--- src/hdl/mhpq_pkg.sv ---
// Types and constants shared by the max-heap priority queue files.
// No dependencies.
package mhpq_pkg;

  localparam logic [2:0] CMD_PEEK    = 3'd0;
  localparam logic [2:0] CMD_INSERT  = 3'd1;
  localparam logic [2:0] CMD_POP     = 3'd2;
  localparam logic [2:0] CMD_REPLACE = 3'd3;
  localparam logic [2:0] CMD_DELETE  = 3'd4;

  localparam logic [1:0] STAT_OK      = 2'd0;
  localparam logic [1:0] STAT_FULL    = 2'd1;
  localparam logic [1:0] STAT_EMPTY   = 2'd2;
  localparam logic [1:0] STAT_MISSING = 2'd3;

  localparam logic signed [31:0] INT_MIN = 32'sh8000_0000;

  typedef struct packed {
    logic [2:0]         cmd;
    logic signed [31:0] key;
    logic signed [31:0] new_key;
  } in_t;

  typedef struct packed {
    logic [1:0]         status;
    logic signed [31:0] top_value;
    logic [6:0]         entry_count;
  } out_t;

  typedef enum logic [3:0] {
    ST_IDLE,
    ST_SRCH,
    ST_LAST_RD,
    ST_LAST_GET,
    ST_UP_RD,
    ST_UP_CMP,
    ST_DN_L,
    ST_DN_R,
    ST_DN_CMP,
    ST_FIN,
    ST_OUT
  } state_t;

endpackage

--- src/hdl/max_heap_priority_queue.sv ---
// Binary max-heap priority queue: one command in, one result out per command.
// Depends on mhpq_pkg.
//
// The heap sits in one memory of CAPACITY entries (one read, one write per
// cycle, registered read data); every command ends by reading slot 0 for the
// maximum. Peek only reads slot 0; insert climbs a level at a time; pop
// moves the last entry to slot 0 and sifts it down; replace and delete
// first scan the entries one per cycle and then sift as above. A new
// command is taken only after the previous one has left its work state;
// the result register lets a finished result wait while the next command runs.
module max_heap_priority_queue #(
  parameter int CAPACITY = 64
) (
  input  logic          clk,
  input  logic          rst_n,
  input  logic          in_valid,
  output logic          in_stall,
  input  mhpq_pkg::in_t in_data,
  output logic          out_valid,
  input  logic          out_stall,
  output mhpq_pkg::out_t out_data
);
  import mhpq_pkg::*;

  localparam int AW = $clog2(CAPACITY);
  localparam int CW = $clog2(CAPACITY + 1);
  localparam int XW = AW + 2;

  logic signed [31:0] mem [CAPACITY];
  logic signed [31:0] rdata_r;

  state_t             state_r, state_nxt;
  logic [AW-1:0]      pos_r, pos_nxt;
  logic signed [31:0] val_r, val_nxt;
  logic [CW-1:0]      cnt_r, cnt_nxt;
  logic               both_r, both_nxt;
  logic [CW-1:0]      idx_r, idx_nxt;
  logic               rdv_r, rdv_nxt;
  logic [AW-1:0]      chk_r, chk_nxt;
  logic signed [31:0] lv_r, lv_nxt;
  logic               rvld_r, rvld_nxt;
  logic [1:0]         stat_r, stat_nxt;
  logic [2:0]         cmd_r, cmd_nxt;
  logic signed [31:0] key_r, key_nxt;
  logic signed [31:0] nk_r, nk_nxt;
  logic               out_valid_r, out_valid_nxt;
  out_t               out_data_r, out_data_nxt;

  logic               re, we;
  logic [AW-1:0]      ra, wa;
  logic signed [31:0] wd;
  logic [XW-1:0]      lc, rc, cnt_x;
  logic [AW-1:0]      parent;
  logic [CW-1:0]      cnt_dec;
  logic signed [31:0] best_v;
  logic [XW-1:0]      best_i;
  logic               best_is_pos;

  always_ff @(posedge clk) begin
    if (we) mem[wa] <= wd;
    if (re) rdata_r <= mem[ra];
  end

  always_ff @(posedge clk) begin
    if (!rst_n) begin
      state_r     <= ST_IDLE;
      cnt_r       <= '0;
      out_valid_r <= 1'b0;
      rdv_r       <= 1'b0;
    end else begin
      state_r     <= state_nxt;
      cnt_r       <= cnt_nxt;
      out_valid_r <= out_valid_nxt;
      rdv_r       <= rdv_nxt;
    end
    pos_r      <= pos_nxt;
    val_r      <= val_nxt;
    both_r     <= both_nxt;
    idx_r      <= idx_nxt;
    chk_r      <= chk_nxt;
    lv_r       <= lv_nxt;
    rvld_r     <= rvld_nxt;
    stat_r     <= stat_nxt;
    cmd_r      <= cmd_nxt;
    key_r      <= key_nxt;
    nk_r       <= nk_nxt;
    out_data_r <= out_data_nxt;
  end

  assign lc      = {1'b0, pos_r, 1'b1};
  assign rc      = lc + XW'(1);
  assign cnt_x   = XW'(cnt_r);
  assign parent  = (pos_r - AW'(1)) >> 1;
  assign cnt_dec = cnt_r - CW'(1);

  // Pick the largest of the sifted value and the present children.
  always_comb begin
    best_v      = val_r;
    best_i      = XW'(pos_r);
    best_is_pos = 1'b1;
    if (lv_r > best_v) begin
      best_v      = lv_r;
      best_i      = lc;
      best_is_pos = 1'b0;
    end
    if (rvld_r && rdata_r > best_v) begin
      best_v      = rdata_r;
      best_i      = rc;
      best_is_pos = 1'b0;
    end
  end

  always_comb begin
    state_nxt     = state_r;
    pos_nxt       = pos_r;
    val_nxt       = val_r;
    cnt_nxt       = cnt_r;
    both_nxt      = both_r;
    idx_nxt       = idx_r;
    rdv_nxt       = 1'b0;
    chk_nxt       = chk_r;
    lv_nxt        = lv_r;
    rvld_nxt      = rvld_r;
    stat_nxt      = stat_r;
    cmd_nxt       = cmd_r;
    key_nxt       = key_r;
    nk_nxt        = nk_r;
    out_valid_nxt = out_valid_r && out_stall;
    out_data_nxt  = out_data_r;
    re            = 1'b0;
    ra            = '0;
    we            = 1'b0;
    wa            = pos_r;
    wd            = val_r;
    in_stall      = 1'b1;

    case (state_r)
      ST_IDLE: begin
        in_stall = 1'b0;
        if (in_valid) begin
          cmd_nxt  = in_data.cmd;
          key_nxt  = in_data.key;
          nk_nxt   = in_data.new_key;
          stat_nxt = STAT_OK;
          idx_nxt  = '0;
          both_nxt = 1'b0;
          state_nxt = ST_FIN;
          case (in_data.cmd)
            CMD_INSERT: begin
              if (cnt_r == CW'(CAPACITY)) begin
                stat_nxt = STAT_FULL;
              end else begin
                pos_nxt   = cnt_r[AW-1:0];
                val_nxt   = in_data.key;
                cnt_nxt   = cnt_r + CW'(1);
                state_nxt = ST_UP_RD;
              end
            end
            CMD_POP: begin
              if (cnt_r == '0) begin
                stat_nxt = STAT_EMPTY;
              end else begin
                cnt_nxt  = cnt_dec;
                pos_nxt  = '0;
                both_nxt = 1'b1;
                if (cnt_dec != '0) state_nxt = ST_LAST_RD;
              end
            end
            CMD_REPLACE, CMD_DELETE: state_nxt = ST_SRCH;
            default: state_nxt = ST_FIN;
          endcase
        end
      end

      // Scan with one read in flight; compare the previous beat's data.
      ST_SRCH: begin
        if (rdv_r && rdata_r == key_r) begin
          pos_nxt = chk_r;
          if (cmd_r == CMD_REPLACE) begin
            val_nxt  = nk_r;
            both_nxt = 1'b0;
            if (nk_r > key_r)      state_nxt = ST_UP_RD;
            else if (nk_r < key_r) state_nxt = ST_DN_L;
            else                   state_nxt = ST_FIN;
          end else begin
            cnt_nxt  = cnt_dec;
            both_nxt = 1'b1;
            if (CW'(chk_r) < cnt_dec) state_nxt = ST_LAST_RD;
            else                      state_nxt = ST_FIN;
          end
        end else if (idx_r < cnt_r) begin
          re      = 1'b1;
          ra      = idx_r[AW-1:0];
          rdv_nxt = 1'b1;
          chk_nxt = idx_r[AW-1:0];
          idx_nxt = idx_r + CW'(1);
        end else if (!rdv_r) begin
          stat_nxt  = STAT_MISSING;
          state_nxt = ST_FIN;
        end
      end

      ST_LAST_RD: begin
        re        = 1'b1;
        ra        = cnt_r[AW-1:0];
        state_nxt = ST_LAST_GET;
      end

      ST_LAST_GET: begin
        val_nxt   = rdata_r;
        state_nxt = ST_UP_RD;
      end

      ST_UP_RD: begin
        if (pos_r == '0) begin
          if (both_r) begin
            state_nxt = ST_DN_L;
          end else begin
            we        = 1'b1;
            state_nxt = ST_FIN;
          end
        end else begin
          re        = 1'b1;
          ra        = parent;
          state_nxt = ST_UP_CMP;
        end
      end

      ST_UP_CMP: begin
        if (val_r > rdata_r) begin
          we        = 1'b1;
          wd        = rdata_r;
          pos_nxt   = parent;
          both_nxt  = 1'b0;
          state_nxt = ST_UP_RD;
        end else if (both_r) begin
          state_nxt = ST_DN_L;
        end else begin
          we        = 1'b1;
          state_nxt = ST_FIN;
        end
      end

      ST_DN_L: begin
        if (lc >= cnt_x) begin
          we        = 1'b1;
          state_nxt = ST_FIN;
        end else begin
          re        = 1'b1;
          ra        = lc[AW-1:0];
          state_nxt = ST_DN_R;
        end
      end

      ST_DN_R: begin
        lv_nxt   = rdata_r;
        rvld_nxt = rc < cnt_x;
        if (rc < cnt_x) begin
          re = 1'b1;
          ra = rc[AW-1:0];
        end
        state_nxt = ST_DN_CMP;
      end

      ST_DN_CMP: begin
        we = 1'b1;
        if (best_is_pos) begin
          state_nxt = ST_FIN;
        end else begin
          wd        = best_v;
          pos_nxt   = best_i[AW-1:0];
          state_nxt = ST_DN_L;
        end
      end

      ST_FIN: begin
        re        = 1'b1;
        ra        = '0;
        state_nxt = ST_OUT;
      end

      ST_OUT: begin
        if (!out_valid_r || !out_stall) begin
          out_valid_nxt            = 1'b1;
          out_data_nxt.status      = stat_r;
          out_data_nxt.top_value   = (cnt_r == '0) ? INT_MIN : rdata_r;
          out_data_nxt.entry_count = 7'(cnt_r);
          state_nxt                = ST_IDLE;
        end
      end

      default: state_nxt = ST_IDLE;
    endcase
  end

  assign out_valid = out_valid_r;
  assign out_data  = out_data_r;

endmodule

--- config.mk ---
export PLATFORM = sky130hd
export DESIGN_NAME = max_heap_priority_queue
export DESIGN_NICKNAME = d
export VERILOG_FILES = /design/src/hdl/mhpq_pkg.sv /design/src/hdl/max_heap_priority_queue.sv
export SDC_FILE = /design/constraint.sdc
export NUM_CORES = 2
export LEC_CHECK = 0
export BUFFER_PORTS_ARGS = -buffer_cell sky130_fd_sc_hd__buf_2
export CAP_MARGIN = 20
export CORE_MARGIN = 4
export CORE_UTILIZATION = 56
export DETAILED_ROUTE_END_ITERATION = 16
export HOLD_SLACK_MARGIN = 0.05
export PLACE_DENSITY = 0.73
export SYNTH_ARGS = -nofsm -noshare
export SYNTH_HDL_FRONTEND = slang
export SYNTH_SLANG_ARGS = --single-unit
--- constraint.sdc ---
create_clock -name clk -period 6.5 [get_ports clk]
set_input_delay 0.975 -clock clk [delete_from_list [all_inputs] [get_ports clk]]
set_output_delay 0.975 -clock clk [all_outputs]
set_load 0.02 [all_outputs]
; Word-level counts from Yosys, hierarchy flattened
; Memories as Yosys holds them, arrays and structs flattened. A register that Yosys moved wholly into a read port is not among the register bits.
; Cells that the tools add are included.
[word_totals]
latch_bits = 0
memories = 1
rom_bits = 0
register_bits = 208
mem_bits_rw = 2048
inputBits = 71
output_inout_bits = 43
[memory_table]
columns = memory, depth, word_bits, read_ports, rd_clocked_by_memory_dff, write_ports, line_no
row1 = mem, 64, 32, 1, 1, 1, max_heap_priority_queue.sv:29  ; logic signed [31:0] mem [CAPACITY];
[op_classes]
n_mux = 90
magnitude_cmp = 9
eq_ne = 36
bitwise = 1
reduce_logical = 27
n_div = 0
shift = 0
n_mul = 0
add_sub_neg = 5
[ops]
columns = op, count
row1 = 2-to-1 mux 32 bit, 9
row2 = > comparator 32 bit, 4
row3 = one-hot mux 32 bit (3 select lines), 1
row4 = 2-to-1 mux 6 bit, 12
row5 = 2-to-1 mux 4 bit, 17
row6 = one-hot mux 32 bit (2 select lines), 1
row7 = 2-to-1 mux 7 bit, 8
row8 = one-hot mux 4 bit (11 select lines), 1
row9 = one-hot mux 7 bit (2 select lines), 3
row10 = equality test 32 bit, 1
row11 = < comparator 32 bit, 1
row12 = one-hot mux 6 bit (5 select lines), 1
row13 = "!= test 2 bit, second input constant", 12
row14 = one-hot mux 6 bit (4 select lines), 1
row15 = 2-to-1 mux 1 bit, 23
row16 = "equality test 4 x 3 -> 1 bit, second input constant", 4
row17 = "!= test 3 bit, second input constant", 5
row18 = "adder 7 x 1 -> 7 bit, second input constant", 2
row19 = "equality test 4 bit, second input constant", 3
row20 = one-hot mux 4 bit (3 select lines), 1
row21 = one-hot mux 6 bit (2 select lines), 1
row22 = AND reduction 4 bit, 3
row23 = 2-to-1 mux 2 bit, 5
row24 = "equality test 3 x 2 -> 1 bit, second input constant", 3
row25 = 37 further kinds, 46

; Longest topological paths before layout
[depth]
depth_word = 7
mapped_depth = 25
ltp_nobuf = 22

; Worst setup path after synthesis
; OpenSTA, ideal clock, no wires.
[synth_timing]
path_type = register to register
from = reg val_r[9]
to = mem mem[0][16] (data pin)
t_arrival_ns = 5.959
required_time_ns = 6.134
stages_incl_launch_ff = 26
path_buffers = 3
setup_slack_ns = 0.175
cell_sequence = edfxtp_1 inv_1 ha_1 a21o_1 a21o_1 a21o_1 a221oi_1 o211ai_1 a2111oi_0 a21oi_1 clkbuf_1 clkbuf_1 nor2_1 a21oi_1 ha_1 a21o_1 a21o_1 a21o_1 a21o_1 a21o_1 a221oi_1 mux2i_1 a211oi_1 a211o_1 buf_1 a221o_1
[synth_between]
elab_chain_cells = 7
[synth_rtl]
columns = item, line_no
row1 = from (decl), max_heap_priority_queue.sv:34  ; logic signed [31:0] val_r, val_nxt;
row2 = from (signal assigned), max_heap_priority_queue.sv:77  ; val_r <= val_nxt;
row3 = > comparator 32 bit, max_heap_priority_queue.sv:101  ; if (lv_r > best_v) begin
row4 = 2-to-1 mux 32 bit, max_heap_priority_queue.sv:101
row5 = > comparator 32 bit, max_heap_priority_queue.sv:106  ; if (rvld_r && rdata_r > best_v) begin
row6 = logical AND 1 bit, max_heap_priority_queue.sv:106
row7 = 2-to-1 mux 32 bit / 2-to-1 mux 1 bit (equally long branches), max_heap_priority_queue.sv:106
row8 = 2-to-1 mux 32 bit, max_heap_priority_queue.sv:267  ; if (best_is_pos) begin
row9 = one-hot mux 32 bit (2 select lines) (*), max_heap_priority_queue.sv:137  ; case (state_r)
row10 = via wd[16], max_heap_priority_queue.sv:51  ; logic signed [31:0] wd;
row11 = to (decl), max_heap_priority_queue.sv:29
; The timed path passes the listed nets; every way through them passes the cells marked *.

; Worst setup path after layout
[layout_timing]
from = reg val_r[9]
to = mem mem[60][0] (data pin)
; The elaborated chain is that of the path after synthesis.

==> flow_summary.json <==
{
  "grt-ovfl-total": 0,
  "crit_type": "reg2reg",
  "viasPerCell": 6.968,
  "yosysWarnings": 0,
  "crit_path_end_kind": "flip-flop",
  "utilization": 0.6369,
  "syn_nets": 6816,
  "clock_sinks": 2288,
  "ir_drop_mv": 0.3484,
  "yosysUniqueCellTypes": 69,
  "p_leak_nw": 35.24,
  "regToRegEndpoint": "mem[60][0]$_DFFE_PP_",
  "synth_edf_count": 2275,
  "run_status": "finished, final reports clean",
  "first_iter_violations": 9128,
  "crit_start": "val_r[9]$_DFFE_PP_",
  "drive_above_1_share": 0.1230,
  "wl_um": 293600,
  "grt_usage": 0.3223,
  "grt_max_degree": 162,
  "synth_most_common_cell": "edfxtp_1",
  "num_rows": 151,
  "setup_tns_ns": 0,
  "synth.avg_cell_area_um2": 14.52,
  "die_w_um": 421.3,
  "path_clk_slew_ns": 0.06,
  "nNetsFinal": 6964,
  "dp_slack_ns": 0.07956,
  "period_needed_ns": 6.251,
  "reg2reg_depth": 25,
  "die_area_mm2": 0.1775,
  "synthFlopType": "edfxtp_1",
  "rr_startpoint": "val_r[9]$_DFFE_PP_",
  "hp-class": "in2reg",
  "place.gp.congestion": 0.9288,
  "reg2reg_slack_ns": 0.25,
  "yosysTopAreaCell": "edfxtp_1",
  "critPathArrivalTime_ns": 6.79,
  "die-height_um": 421.3,
  "io_buffers": 113,
  "start_util": 0.5637,
  "async_flop_share": 0,
  "wl_per_cell_um": 32.14,
  "finalWorstSetupSlack_ns": 0.2494,
  "netlist_area_mm2": 0.09565,
  "rsz0062_at_grt": "no",
  "ios": 114,
  "clock_latency_ns": 0.88,
  "cts_tree": "yes",
  "finalSetupViolCount": 0,
  "drc": 0,
  "area_delta_synth_final_pct": 12.98,
  "synth_top_area_frac": 0.7143,
  "n_fill_cell": 11790,
  "first_global_vias": 60360,
  "num_vias": 63650,
  "cts_made_buffers": 217,
  "slew_viol_final": 0,
  "worstSetupEndpoint": "mem[60][0]$_DFFE_PP_",
  "skew_ns": 0.05297,
  "seq_area_frac_synth": 0.7170,
  "ctsHtreeMaxLevel": 4,
  "grt_pass1_wl_um": 420600,
  "slew-limit-headroom": 0.2569,
  "synth_cells": 6587,
  "cts_max_path_buffers": 3,
  "power_w": 0.04756,
  "tightestPinTransition_ns": 1.111,
  "synthTopCellsByArea": "edfxtp_1 71%, a211o_1 3.6%, a21oi_1 3.2%, a211oi_1 3.1%, and3_1 2.6%",
  "cp_max_fo": 64,
  "cap_violations": 0,
  "finalCritPeriodShare": 0.9616,
  "antenna_found_initial": 18,
  "drt.antenna.violating_nets": 0,
  "first_pass_iters": 6,
  "root_buffer": "clkbuf_16",
  "fmax_mhz": 160.0,
  "crit_required_ns": 7.04,
  "power_density_mw_per_mm2": 440.1,
  "ys_ff_latch": 2288,
  "synth_common_cells": "2275 x edfxtp_1, 620 x a21oi_1, 560 x nand2_1",
  "hpwlAfterDp_um": 165400,
  "hold_viol_final": 0,
  "worstHoldStart": "in_data[28]",
  "startpoint_type": "flip-flop",
  "coreArea_mm2": 0.1697
}
[layout make-up]
class,instances,area (µm²),area share
repair buffers,428,4139,0.03830
well taps,2218,2775,0.02568
clock inverters,112,1017,0.009413
diodes,3,7.507,0.00006947
clock buffers,285,5791,0.05359
multi-input cells,3649,25190,0.2331
inverters,151,566.8,0.005245
flip-flops and latches,2288,68580,0.6346
[metrics by stage]
stage | hold slack, ns | cell area (µm²) | instances
floorplan | 0.4003 | 95650 | 6587
global placement | 0.4024 | 101200 | 8731
detailed placement | 0.4083 | 101200 | 8731
CTS | 0.2277 | 108000 | 9128
global route | 0.2542 | 108100 | 9132
finish | 0.2775 | 108100 | 9134
[cells by family (layout without fill, tap and decap cells)]
group	Yosys count	in the layout	share of synthesized area
AOI/OAI and AO/OA	1903	1904	0.1431
xor gates and xnor gates	59	59	0.005403
adders and majority gates	158	158	0.02067
buffers and inverters	651	976	0.02707
DFF	2288	2288	0.7170
muxes	165	165	0.01731
other	0	3	0
and+or+nand+nor	1363	1363	0.06950
[layer usage]
metal,vias to the layer above,global-route usage,share of wire
li1,26400,-,-
met1,31620,0.4417,0.36
met2,4773,0.4985,0.46
met3,846,0.07506,0.13
met4,8,0.1401,0.049
met5,-,0,0.00018
[power breakdown]
| part | switching (W) | internal [W] |
|---|---|---|
| registers | 0.000711 | 0.0190 |
| clock network | 0.00539 | 0.00684 |
| logic | 0.0107 | 0.00489 |
| total | 0.0168 | 0.0308 |
[repair_timing]
action / 4_1_cts / 5_1_grt
resized for setup: 0 / 5
setup endpoints to repair: 0 / 2048
buffers inserted: 0 / 2
endpoints found under the hold margin: 0 / 0
hold buffers: 0 / 0
[worst max-delay path, cell delays in order (launching register included)]
cell       delay [ns]
edfxtp_1         0.42
inv_1            0.10
ha_1             0.24
a21o_1           0.19
a21o_1           0.17
a21o_1           0.17
a221oi_1         0.32
o211ai_1         0.13
a2111oi_1        0.43
buf_4            0.22
a21oi_4          0.13
buf_12           0.21
nor2_1           0.12
a21oi_1          0.05
ha_1             0.30
nand4_1          0.12
nor3_1           0.22
buf_4            0.16
and4_1           0.27
o221ai_2         0.20
mux2i_1          0.30
a211oi_2         0.15
a211o_1          0.33
buf_12           0.19
a221o_2          0.45
buf_12           0.18
[state kept, by name (all words and copies together), names as in the netlist, 7 cells and up]
signal / cells
out_data: 41
idx_r: 7
nk_r: 32
key_r: 32
lv_r: 32
val_r: 32
rdata_r: 32
mem: 2048
cnt_r: 7
[cells in the final DEF (no fill, tap or decap), drive strengths merged, types with 162 or more instances in the layout]
cell / instances
a221o: 162
a211oi: 392
nor2: 210
buf: 428
a211o: 389
edfxtp: 2275
mux2i: 162
nand2: 562
and3: 397
a21oi: 621
clkbuf: 285
[worst min path at each step]
| stage | to | slack [ns] | cells after the start |
|---|---|---|---|
| final | nk_r[28]$_DFFE_PP_ | 0.28 | 1 |
| after CTS | nk_r[23]$_DFFE_PP_ | 0.23 | 1 |
| after floorplan | out_data[39]$_DFFE_PP_ | 0.40 | 0 |
| after global placement | out_data[40]$_DFFE_PP_ | 0.40 | 0 |
| after global routing | nk_r[24]$_DFFE_PP_ | 0.25 | 1 |
| after detailed placement | out_data[40]$_DFFE_PP_ | 0.41 | 0 |
Note: power is estimated with default switching activity, not from simulation.
